[src/rtl/alid_pkg.sv]
// ----------------------------------------------------------------------------
// alid_pkg
// Shared codes and sizes for the array list insert/delete block.
// ----------------------------------------------------------------------------
package alid_pkg;

    // Default list depth
    localparam int DEPTH_DEF = 16;

    // Fixed field widths
    localparam int FUNC_W   = 2;
    localparam int BYTE_W   = 8;
    localparam int POS_W    = 4;
    localparam int STATUS_W = 2;

    // Command codes
    localparam logic [FUNC_W-1:0] FN_APPEND   = 2'd0;
    localparam logic [FUNC_W-1:0] FN_INSERT   = 2'd1;
    localparam logic [FUNC_W-1:0] FN_DEL_AT   = 2'd2;
    localparam logic [FUNC_W-1:0] FN_DEL_LAST = 2'd3;

    // Status codes
    localparam logic [STATUS_W-1:0] ST_OK     = 2'd0;
    localparam logic [STATUS_W-1:0] ST_FULL   = 2'd1;
    localparam logic [STATUS_W-1:0] ST_EMPTY  = 2'd2;
    localparam logic [STATUS_W-1:0] ST_BADPOS = 2'd3;

endpackage

[src/rtl/alid_cmd_if.sv]
// ----------------------------------------------------------------------------
// alid_cmd_if
// Command channel: one list operation per beat.
// ----------------------------------------------------------------------------
interface alid_cmd_if;
    logic                           valid;
    logic                           ready;
    logic [alid_pkg::FUNC_W-1:0]    func;
    logic [alid_pkg::BYTE_W-1:0]    data_byte;
    logic [alid_pkg::POS_W-1:0]     position;

    modport source (output valid, output func, output data_byte, output position,
                    input ready);
    modport sink   (input valid, input func, input data_byte, input position,
                    output ready);
endinterface

[src/rtl/alid_rsp_if.sv]
// ----------------------------------------------------------------------------
// alid_rsp_if
// Response channel: status beat or one list entry per beat.
// ----------------------------------------------------------------------------
interface alid_rsp_if #(
    parameter int DEPTH = alid_pkg::DEPTH_DEF
);
    localparam int LEN_W = $clog2(DEPTH + 1);

    logic                           valid;
    logic                           ready;
    logic [alid_pkg::STATUS_W-1:0]  status;
    logic [LEN_W-1:0]               length;
    logic [alid_pkg::BYTE_W-1:0]    entry;
    logic                           entry_valid;
    logic                           last;

    modport source (output valid, output status, output length, output entry,
                    output entry_valid, output last, input ready);
    modport sink   (input valid, input status, input length, input entry,
                    input entry_valid, input last, output ready);
endinterface

[src/rtl/alid_ram.sv]
// ----------------------------------------------------------------------------
// alid_ram
// Generic simple dual-port RAM: one write port, one registered read port.
// ----------------------------------------------------------------------------
module alid_ram #(
    parameter int WIDTH = alid_pkg::BYTE_W,
    parameter int DEPTH = alid_pkg::DEPTH_DEF
) (
    input  logic                     i_clk,
    input  logic                     i_we,
    input  logic [$clog2(DEPTH)-1:0] i_waddr,
    input  logic [WIDTH-1:0]         i_wdata,
    input  logic [$clog2(DEPTH)-1:0] i_raddr,
    output logic [WIDTH-1:0]         o_rdata
);
    logic [WIDTH-1:0] r_mem [DEPTH];
    logic [WIDTH-1:0] r_rdata;

    // Write and registered read
    always_ff @(posedge i_clk) begin
        if (i_we) begin
            r_mem[i_waddr] <= i_wdata;
        end
        r_rdata <= r_mem[i_raddr];
    end

    assign o_rdata = r_rdata;
endmodule

[src/rtl/array_list_insert_delete.sv]
// ----------------------------------------------------------------------------
// array_list_insert_delete
// Ordered byte list in a RAM with append, insert, delete and delete-last.
// ----------------------------------------------------------------------------
// Usage:
//   i_cmd carries one command per beat (func, data_byte, position). o_rsp
//   returns either one status beat (failure, or success leaving the list
//   empty, entry_valid low) or the whole list, one entry per beat in order,
//   with last set on the final beat. The o_rsp instance must be built with
//   the same DEPTH as this module.
//   One command is handled at a time; i_cmd.ready is high only while idle.
//   Timing is set by the single RAM port pair and the shared index counter:
//     - a failing command gives its beat in the cycle after acceptance;
//     - an insert shifts (count - position) entries and a delete shifts
//       (count - position - 1), each by a read state then a write state;
//     - the dump moves each entry through read, load and output states.
//   A stalled receiver holds the current beat; the sequencer waits on it.
//   Reset empties the list; no clearing pass is needed since only entries
//   below the count are ever used.
// ----------------------------------------------------------------------------
module array_list_insert_delete #(
    parameter int DEPTH = alid_pkg::DEPTH_DEF
) (
    input  logic        i_clk,
    input  logic        i_rst_n,
    alid_cmd_if.sink    i_cmd,
    alid_rsp_if.source  o_rsp
);
    localparam int AW   = $clog2(DEPTH);
    localparam int CW   = $clog2(DEPTH + 1);
    localparam int CMPW = (CW > alid_pkg::POS_W) ? CW : alid_pkg::POS_W;

    localparam logic [CW-1:0]   CNT_MAX = CW'(DEPTH);
    localparam logic [CW-1:0]   ONE     = CW'(1);

    // Sequencer states
    localparam logic [3:0] S_IDLE   = 4'd0;
    localparam logic [3:0] S_INS_RD = 4'd1;
    localparam logic [3:0] S_INS_WR = 4'd2;
    localparam logic [3:0] S_PUT    = 4'd3;
    localparam logic [3:0] S_DEL_RD = 4'd4;
    localparam logic [3:0] S_DEL_WR = 4'd5;
    localparam logic [3:0] S_DMP_RD = 4'd6;
    localparam logic [3:0] S_DMP_LD = 4'd7;
    localparam logic [3:0] S_OUT    = 4'd8;

    logic [3:0]                      r_state, n_state;
    logic [CW-1:0]                   r_cnt, n_cnt;
    logic [CW-1:0]                   r_idx, n_idx;
    logic [CW-1:0]                   r_pos, n_pos;
    logic [alid_pkg::BYTE_W-1:0]     r_byte, n_byte;
    logic [alid_pkg::STATUS_W-1:0]   r_status, n_status;
    logic [alid_pkg::BYTE_W-1:0]     r_entry, n_entry;
    logic                            r_ev, n_ev;
    logic                            r_last, n_last;

    logic                            ram_we;
    logic [AW-1:0]                   ram_waddr;
    logic [alid_pkg::BYTE_W-1:0]     ram_wdata;
    logic [AW-1:0]                   ram_raddr;
    logic [alid_pkg::BYTE_W-1:0]     ram_rdata;

    logic [CMPW-1:0]                 pos_x;
    logic [CMPW-1:0]                 cnt_x;
    logic [CW-1:0]                   idx_inc;
    logic [CW-1:0]                   idx_dec;
    logic [CW-1:0]                   cnt_dec;

    alid_ram #(
        .WIDTH (alid_pkg::BYTE_W),
        .DEPTH (DEPTH)
    ) u_ram (
        .i_clk   (i_clk),
        .i_we    (ram_we),
        .i_waddr (ram_waddr),
        .i_wdata (ram_wdata),
        .i_raddr (ram_raddr),
        .o_rdata (ram_rdata)
    );

    // Shared index arithmetic
    assign pos_x   = CMPW'(i_cmd.position);
    assign cnt_x   = CMPW'(r_cnt);
    assign idx_inc = r_idx + ONE;
    assign idx_dec = r_idx - ONE;
    assign cnt_dec = r_cnt - ONE;

    // Sequencer
    always_comb begin
        n_state   = r_state;
        n_cnt     = r_cnt;
        n_idx     = r_idx;
        n_pos     = r_pos;
        n_byte    = r_byte;
        n_status  = r_status;
        n_entry   = r_entry;
        n_ev      = r_ev;
        n_last    = r_last;
        ram_we    = 1'b0;
        ram_waddr = r_idx[AW-1:0];
        ram_wdata = ram_rdata;
        ram_raddr = r_idx[AW-1:0];

        unique case (r_state)
            S_IDLE: begin
                if (i_cmd.valid) begin
                    n_byte  = i_cmd.data_byte;
                    n_entry = '0;
                    n_ev    = 1'b0;
                    n_last  = 1'b1;
                    unique case (i_cmd.func)
                        alid_pkg::FN_APPEND: begin
                            if (r_cnt >= CNT_MAX) begin
                                n_status = alid_pkg::ST_FULL;
                                n_state  = S_OUT;
                            end else begin
                                n_idx   = r_cnt;
                                n_pos   = r_cnt;
                                n_state = S_INS_RD;
                            end
                        end
                        alid_pkg::FN_INSERT: begin
                            if (r_cnt >= CNT_MAX) begin
                                n_status = alid_pkg::ST_FULL;
                                n_state  = S_OUT;
                            end else if (pos_x > cnt_x) begin
                                n_status = alid_pkg::ST_BADPOS;
                                n_state  = S_OUT;
                            end else begin
                                n_idx   = r_cnt;
                                n_pos   = CW'(pos_x);
                                n_state = S_INS_RD;
                            end
                        end
                        alid_pkg::FN_DEL_AT: begin
                            if (pos_x >= cnt_x) begin
                                n_status = alid_pkg::ST_BADPOS;
                                n_state  = S_OUT;
                            end else begin
                                n_idx   = CW'(pos_x);
                                n_state = S_DEL_RD;
                            end
                        end
                        alid_pkg::FN_DEL_LAST: begin
                            if (r_cnt == '0) begin
                                n_status = alid_pkg::ST_EMPTY;
                                n_state  = S_OUT;
                            end else begin
                                n_idx   = cnt_dec;
                                n_state = S_DEL_RD;
                            end
                        end
                        default: begin
                            n_state = S_IDLE;
                        end
                    endcase
                end
            end
            S_INS_RD: begin
                // Move entries up until the insert slot is free
                ram_raddr = idx_dec[AW-1:0];
                if (r_idx > r_pos) begin
                    n_state = S_INS_WR;
                end else begin
                    n_state = S_PUT;
                end
            end
            S_INS_WR: begin
                ram_we  = 1'b1;
                n_idx   = idx_dec;
                n_state = S_INS_RD;
            end
            S_PUT: begin
                ram_we    = 1'b1;
                ram_waddr = r_pos[AW-1:0];
                ram_wdata = r_byte;
                n_cnt     = r_cnt + ONE;
                n_idx     = '0;
                n_state   = S_DMP_RD;
            end
            S_DEL_RD: begin
                // Move later entries down over the deleted one
                ram_raddr = idx_inc[AW-1:0];
                if (idx_inc < r_cnt) begin
                    n_state = S_DEL_WR;
                end else begin
                    n_cnt = cnt_dec;
                    n_idx = '0;
                    if (cnt_dec == '0) begin
                        n_status = alid_pkg::ST_OK;
                        n_state  = S_OUT;
                    end else begin
                        n_state = S_DMP_RD;
                    end
                end
            end
            S_DEL_WR: begin
                ram_we  = 1'b1;
                n_idx   = idx_inc;
                n_state = S_DEL_RD;
            end
            S_DMP_RD: begin
                n_state = S_DMP_LD;
            end
            S_DMP_LD: begin
                n_status = alid_pkg::ST_OK;
                n_entry  = ram_rdata;
                n_ev     = 1'b1;
                n_last   = (idx_inc == r_cnt);
                n_state  = S_OUT;
            end
            S_OUT: begin
                // Hold the beat until taken, then advance the dump
                if (o_rsp.ready) begin
                    if (r_last) begin
                        n_state = S_IDLE;
                    end else begin
                        n_idx   = idx_inc;
                        n_state = S_DMP_RD;
                    end
                end
            end
            default: begin
                n_state = S_IDLE;
            end
        endcase
    end

    // Control registers
    always_ff @(posedge i_clk) begin
        if (!i_rst_n) begin
            r_state <= S_IDLE;
            r_cnt   <= '0;
        end else begin
            r_state <= n_state;
            r_cnt   <= n_cnt;
        end
    end

    // Payload registers
    always_ff @(posedge i_clk) begin
        r_idx    <= n_idx;
        r_pos    <= n_pos;
        r_byte   <= n_byte;
        r_status <= n_status;
        r_entry  <= n_entry;
        r_ev     <= n_ev;
        r_last   <= n_last;
    end

    assign i_cmd.ready       = (r_state == S_IDLE);
    assign o_rsp.valid       = (r_state == S_OUT);
    assign o_rsp.status      = r_status;
    assign o_rsp.length      = r_cnt;
    assign o_rsp.entry       = r_entry;
    assign o_rsp.entry_valid = r_ev;
    assign o_rsp.last        = r_last;
endmodule

[src/flat_wrapper.sv]
// flat-port wrapper written by rule: the top's interface ports become plain ports
module array_list_insert_delete_flat 
#(
    parameter int DEPTH = alid_pkg::DEPTH_DEF
)
  (i_clk, i_rst_n, i_cmd_valid, i_cmd_func, i_cmd_data_byte, i_cmd_position, i_cmd_ready, o_rsp_valid, o_rsp_status, o_rsp_length, o_rsp_entry, o_rsp_entry_valid, o_rsp_last, o_rsp_ready);
  alid_cmd_if i_cmd_i ();
  alid_rsp_if #(.DEPTH(DEPTH)) o_rsp_i ();
  input  logic i_clk;
  input  logic i_rst_n;
  input wire logic [$bits(i_cmd_i.valid)-1:0] i_cmd_valid;
  input wire logic [$bits(i_cmd_i.func)-1:0] i_cmd_func;
  input wire logic [$bits(i_cmd_i.data_byte)-1:0] i_cmd_data_byte;
  input wire logic [$bits(i_cmd_i.position)-1:0] i_cmd_position;
  output wire logic [$bits(i_cmd_i.ready)-1:0] i_cmd_ready;
  output wire logic [$bits(o_rsp_i.valid)-1:0] o_rsp_valid;
  output wire logic [$bits(o_rsp_i.status)-1:0] o_rsp_status;
  output wire logic [$bits(o_rsp_i.length)-1:0] o_rsp_length;
  output wire logic [$bits(o_rsp_i.entry)-1:0] o_rsp_entry;
  output wire logic [$bits(o_rsp_i.entry_valid)-1:0] o_rsp_entry_valid;
  output wire logic [$bits(o_rsp_i.last)-1:0] o_rsp_last;
  input wire logic [$bits(o_rsp_i.ready)-1:0] o_rsp_ready;
  assign i_cmd_i.valid = i_cmd_valid;
  assign i_cmd_i.func = i_cmd_func;
  assign i_cmd_i.data_byte = i_cmd_data_byte;
  assign i_cmd_i.position = i_cmd_position;
  assign i_cmd_ready = i_cmd_i.ready;
  assign o_rsp_valid = o_rsp_i.valid;
  assign o_rsp_status = o_rsp_i.status;
  assign o_rsp_length = o_rsp_i.length;
  assign o_rsp_entry = o_rsp_i.entry;
  assign o_rsp_entry_valid = o_rsp_i.entry_valid;
  assign o_rsp_last = o_rsp_i.last;
  assign o_rsp_i.ready = o_rsp_ready;
  array_list_insert_delete #(.DEPTH(DEPTH)) u_core (.i_clk(i_clk), .i_rst_n(i_rst_n), .i_cmd(i_cmd_i), .o_rsp(o_rsp_i));
endmodule
[config.mk]
export PLATFORM = sky130hd
export DESIGN_NAME = array_list_insert_delete_flat
export DESIGN_NICKNAME = d
export VERILOG_FILES = /design/src/rtl/alid_pkg.sv /design/src/rtl/alid_cmd_if.sv /design/src/rtl/alid_rsp_if.sv /design/src/rtl/alid_ram.sv /design/src/rtl/array_list_insert_delete.sv /design/src/flat_wrapper.sv
export SDC_FILE = /design/constraint.sdc
export NUM_CORES = 1
export LEC_CHECK = 0
export BUFFER_PORTS_ARGS = -buffer_cell sky130_fd_sc_hd__buf_2
export CAP_MARGIN = 10
export CORE_MARGIN = 5
export CORE_UTILIZATION = 50
export CTS_BUF_LIST = sky130_fd_sc_hd__clkbuf_4 sky130_fd_sc_hd__clkbuf_8
export CTS_CLUSTER_DIAMETER = 100
export DETAILED_ROUTE_END_ITERATION = 6
export PLACE_DENSITY = 0.63
export SYNTH_ARGS = -nofsm -noshare
export SYNTH_HDL_FRONTEND = slang
export SYNTH_SLANG_ARGS = --single-unit
[constraint.sdc]
create_clock -name i_clk -period 5.6 [get_ports i_clk]
set_input_delay 0.56 -clock i_clk [delete_from_list [all_inputs] [get_ports i_clk]]
set_output_delay 0.56 -clock i_clk [all_outputs]
set_load 0.03 [all_outputs]
Word-level counts from Yosys, hierarchy flattened
Memory sizes are Yosys's and may differ from the RTL's. A register that Yosys moved wholly into a read port is not among the register bits.
Index checks and enable logic that the tools add are counted.
- input port bits: 18
- bits in latches: 0
- word-level logic and storage cells: 116
- memory bits (read-only): 0
- output and inout port bits: 19
- memories: 1
- RAM bits: 128
- register bits: 39
- memories (memory ; depth ; bits a word ; read ports ; clocked after Yosys merged registers in ; wr ports ; RTL line ; source):
    u_core.u_ram.r_mem ; 16 ; 8 ; 1 ; 1 ; 1 ; alid_ram.sv:16 ; logic [WIDTH-1:0] r_mem [DEPTH];
- $mul: 0
- shifts and indexed selects: 0
- bitwise gates (word level): 0
- muxes and demuxes: 51
- $lt $le $gt $ge: 5
- div/mod/pow operators: 0
- reductions and logical operators: 17
- add/subtract/negate cells: 4
- eq/ne operators: 29
- operators with widths (cell ; count):
    $mux 5 ; 12
    $mux 4 ; 10
    $pmux 4 s9 ; 1
    $pmux 5 s6 ; 1
    $pmux 5 s2 ; 2
    $pmux 5 s4 ; 1
    $eq 4x3->1 const B ; 4
    $mux 2 ; 8
    $mux 8 ; 2
    $pmux 4 s4 ; 1
    $pmux 8 s2 ; 1
    $ne 3x3->1 const B ; 5
    $ne 2x2->1 const B ; 6
    $add 5x1->5 const B ; 2
    $logic_not 5->1 ; 2
    $reduce_and 10->1 ; 1
    $sub 5x1->5 const B ; 2
    $ne 3x2->1 const B ; 3
    $eq 4x2->1 const B ; 2
    $pmux 2 s4 ; 1
    $pmux 4 s2 ; 1
    $reduce_and 2->1 ; 4
    $reduce_and 8->1 ; 1
    $mux 1 ; 6
    other kinds (22) ; 27

Logic depth before layout (Yosys ltp)
- word-level depth: 6
- depth in mapped cells: 11
- depth with buffers taken out: 9

By module
A second synthesis with hierarchy kept.
- cell total of the unflattened synthesis: 548
- area total of the unflattened synthesis: 8013.9 um^2
- modules (own cells, without submodules) (module ; instances ; area each (um^2) ; cells each ; seq. area each (um^2)):
    alid_ram ; 1 ; 5147.4 ; 229 ; 4003.8
    array_list_insert_delete ; 1 ; 2866.5 ; 319 ; 1081.0

Worst setup path before layout
Ideal clock, no wire load.
- path kind: register to register
- from: register u_core.r_idx[0]
- to: register u_core.u_ram.r_rdata[1], in the netlist u_core.u_ram.o_rdata[1] (read register of u_core.u_ram.r_mem)
- library setup time: 0.061 ns
- clock period less this slack: 2.842 ns
- path slack: 2.758 ns
- data arrival time: 2.781 ns
- stages on the path, launching flop included: 12
- required time: 5.539 ns
- path buffers: 3
- path through: edfxtp_1 -> clkbuf_1 -> inv_1 -> ha_1 -> or3b_1 -> a21o_1 -> clkbuf_1 -> nand2_1 -> clkbuf_1 -> nand2_1 -> a32oi_1 -> a221o_1
- cells in the longest elaborated chain, start to end: 2
- elaborated cells between the ends (all ways): 3
- classes of those cells: 2 x add/sub; 1 x mux
- ends and longest elaborated chain (what ; RTL line ; source):
    start: declaration ; array_list_insert_delete.sv:49 ; logic [CW-1:0] r_idx, n_idx;
    start signal: assignment ; array_list_insert_delete.sv:242 ; r_idx <= n_idx;
    $add 5x1->5 or $sub 5x1->5 (tied branches) ; array_list_insert_delete.sv:84, array_list_insert_delete.sv:85 ;
    $pmux 4 s2 * ; array_list_insert_delete.sv:104 ; unique case (r_state)
    end: declaration ; alid_ram.sv:17 ; logic [WIDTH-1:0] r_rdata;
Mark *: on every way between the ends. The rest lies on a longest branch, timed or not.
A chain may end at the register's enable or synchronous reset.

Worst setup path in the final report
- from: register u_core.r_idx[1]
- to: register u_core.u_ram.r_rdata[4], in the netlist u_core.u_ram.o_rdata[4] (read register of u_core.u_ram.r_mem)
Same word-level chain as after synthesis.

==> results.json <==
{
  "period_share": 0.721,
  "criticalPathCategory": "reg2reg",
  "synthDistinctLibCells": 68,
  "ys_ff_latch": 175,
  "grt_pass1_vias": 5916,
  "ioPinCount": 37,
  "routed_wl_um": 20800,
  "ys_seq_area_frac": 0.605,
  "fin_ws_ps": 1560,
  "tritoncts.num_buffers": 17,
  "drv_slew": 0,
  "placed_area_um2": 8720,
  "synth_edf_count": 158,
  "drt_iter0_drc": 733,
  "cts_tree": "yes",
  "cts.path.max_buffers": 2,
  "min_path_type": "in2reg",
  "die_area_um2": 19500,
  "avgSynthCellArea_um2": 11.6,
  "fin_area_um2": 9120,
  "htreeDepth": 4,
  "track_usage": 0.213,
  "endpoint_kind": "register",
  "status": "completed",
  "worstPathRequired_ps": 5950,
  "register_area_um2": 5080,
  "power_uw": 3740,
  "insertion_delay_ps": 460,
  "postCtsSetupBuffers": 0,
  "antenna_left": 0,
  "drc": 0,
  "portBuffers": 36,
  "pwr_density_cell_nw_per_um2": 410,
  "cp-start-kind": "register",
  "timing.fmax_mhz": 248,
  "synthCells": 721,
  "antenna_found_initial": 0,
  "crit_arrival_ps": 4380,
  "grt_pass1_wl_um": 32500,
  "die_y_um": 140,
  "p_int_uw": 2410,
  "final_common_cell": "edfxtp_1",
  "peakVddDrop_uv": 241,
  "final_nets": 771,
  "worst_pin_slew_ps": 1140,
  "drtPass1Iterations": 5,
  "p_switching_uw": 1330,
  "yosysWarnings": 0,
  "tns_ps": 0,
  "gp_congestion": 0.975,
  "clkTransAtPathRegs_ps": 100,
  "leakage_uw": 0.00309,
  "multi_input_area_um2": 3040,
  "pwr-share-clk": 0.237,
  "hold_violations": 0,
  "use_met1": 0.297,
  "initial_utilization": 0.508,
  "rows": 47,
  "setup_violations": 0,
  "fin_skew_ps": 17.3,
  "synth_top_area_share": 0.565,
  "synth_nets": 758,
  "cts_root_buffer": "clkbuf_8",
  "die_w_um": 140,
  "fin_crit_ps": 4040,
  "clkSinkCount": 175,
  "ctsResizeCount": 0,
  "combPwrFrac": 0.299,
  "ys_async_sr_fraction": 0,
  "max_slew_margin": 0.231,
  "rsz0062_at_grt": "no",
  "synth.area.top_cells": "edfxtp_1 (56%), a32oi_1 (4.9%), nand2_1 (4.5%)",
  "ys.flop_type": "edfxtp_1",
  "worstPathMaxFanout": 34,
  "grt_max_degree": 49,
  "layout_common_cells": "edfxtp_1 (158), nand2_1 (100), a32oi_1 (47)",
  "met2_usage": 0.338,
  "wl_per_cell_um": 21.5,
  "hold_buffers": 0,
  "power_switching_share": 0.355,
  "grt-busiest-layer": "met2",
  "dp_slack_ps": 1620,
  "vias": 6127,
  "grt_overflow": 0,
  "fill_cells": 1415,
  "core_area_um2": 16500,
  "grt_use_met3": 0.0429,
  "seq_power_share": 0.464,
  "synth_area_um2": 8400,
  "dp.final_hpwl_um": 14100,
  "area_growth_syn_to_layout_pct": 8.58,
  "vias_per_cell": 6.34,
  "yosys.area.top_type": "edfxtp_1",
  "drv_cap": 0,
  "antennaDiodeCount": 0,
  "layout-drive-gt1-share": 0.129
}
-- metal layers --
layer / up-vias / wire (um)
met5: - / 0
met4: 0 / 488
met3: 34 / 1300
met2: 255 / 9720
met1: 3019 / 9280
li1: 2819 / -
-- kinds of logic (layout without fill, tap and decap cells) --
group / Yosys count / in the layout / share of synthesized area
compound gates: 177 / 177 / 0.154
xor+xnor: 8 / 8 / 0.00834
simple gates: 266 / 266 / 0.160
buf+inv: 70 / 96 / 0.0359
fa+ha+maj: 19 / 19 / 0.0283
mux: 6 / 6 / 0.00745
flops: 175 / 175 / 0.605
-- cell type report --
class / count / share of cell area
flip-flops and latches: 175 / 0.558
multi-input cells: 476 / 0.333
well taps: 220 / 0.0302
repair buffers: 46 / 0.0280
clock buffers: 19 / 0.0273
clock inverters: 13 / 0.0167
inverters: 18 / 0.00741
-- state kept, by name (all words and copies together) (netlist names) --
register / cells
u_core.o_rsp.entry_valid: 1
u_core.u_ram.o_rdata: 8
u_core.u_ram.r_mem: 128
u_core.o_rsp.status: 2
u_core.r_byte: 8
u_core.o_rsp.last: 1
u_core.r_idx: 5
u_core.o_rsp.entry: 8
u_core.o_rsp.length: 5
u_core.r_state: 4
u_core.r_pos: 5
-- synthesized netlist by cell type (2+ instances only) --
library cell	count
a211oi_1	5
a21o_1	5
a21oi_1	35
a21oi_2	4
a221o_1	8
a221oi_1	2
a22o_1	7
a22oi_1	3
a2bb2oi_1	2
a31oi_1	5
a32o_1	2
a32oi_1	47
and2_1	12
and3_1	4
buf_2	13
buf_6	3
clkbuf_1	35
dfxtp_1	17
edfxtp_1	158
ha_1	19
inv_1	18
mux2_2	2
mux2i_1	4
nand2_1	100
nand2b_1	6
nand3_1	22
nand3b_1	6
nand4_1	34
nor2_1	37
nor2b_1	4
nor3_1	12
nor3b_1	4
nor4_1	6
o211ai_1	4
o21a_1	4
o21ai_0	26
o22ai_1	3
o31ai_1	2
o41ai_1	3
or2_1	2
or3_1	3
xnor2_1	4
xor2_1	4
-- critical path, cell delays in order (launching register included) --
cell      delay (ps)
edfxtp_1         620
inv_1            240
ha_1             510
or3b_1           160
a21o_1           720
nand2_1          870
nand2_1          280
a32oi_1          140
a221o_1          370
-- final timing paths --
| kind | start | end | slack, ps | cells past startpoint |
|---|---|---|---|---|
| max | u_core.r_idx[1]$_DFFE_PP_ | u_core.u_ram.o_rdata[4]$_DFF_P_ | 1560 | 8 |
| min | i_cmd_data_byte[1] | u_core.r_byte[1]$_DFFE_PP_ | 280 | 1 |
| max reg2reg | u_core.r_idx[1]$_DFFE_PP_ | u_core.u_ram.o_rdata[4]$_DFF_P_ | 1560 | 8 |
| min reg2reg | u_core.u_ram.o_rdata[5]$_DFF_P_ | u_core.o_rsp.entry[5]$_SDFFCE_PN0P_ | 550 | 1 |
-- through the flow --
step | hold slack [ps] | std cells | util
floorplan | 506 | 721 | -
global placement | 565 | 935 | 0.528
detailed placement | 568 | 935 | 0.528
CTS | 250 | 967 | 0.552
global route | 243 | 967 | 0.552
finish | 276 | 967 | 0.552
-- power groups by stage --
stage | Clock, uW | Sequential, uW | Combinational [uW]
after floorplan | 0 | 1730 | 789
after global placement | 0 | 1760 | 1080
after detailed placement | 0 | 1760 | 1110
after CTS | 905 | 1730 | 1110
after global routing | 951 | 1740 | 1220
final | 886 | 1730 | 1120
(Power assumes the default switching activity.)
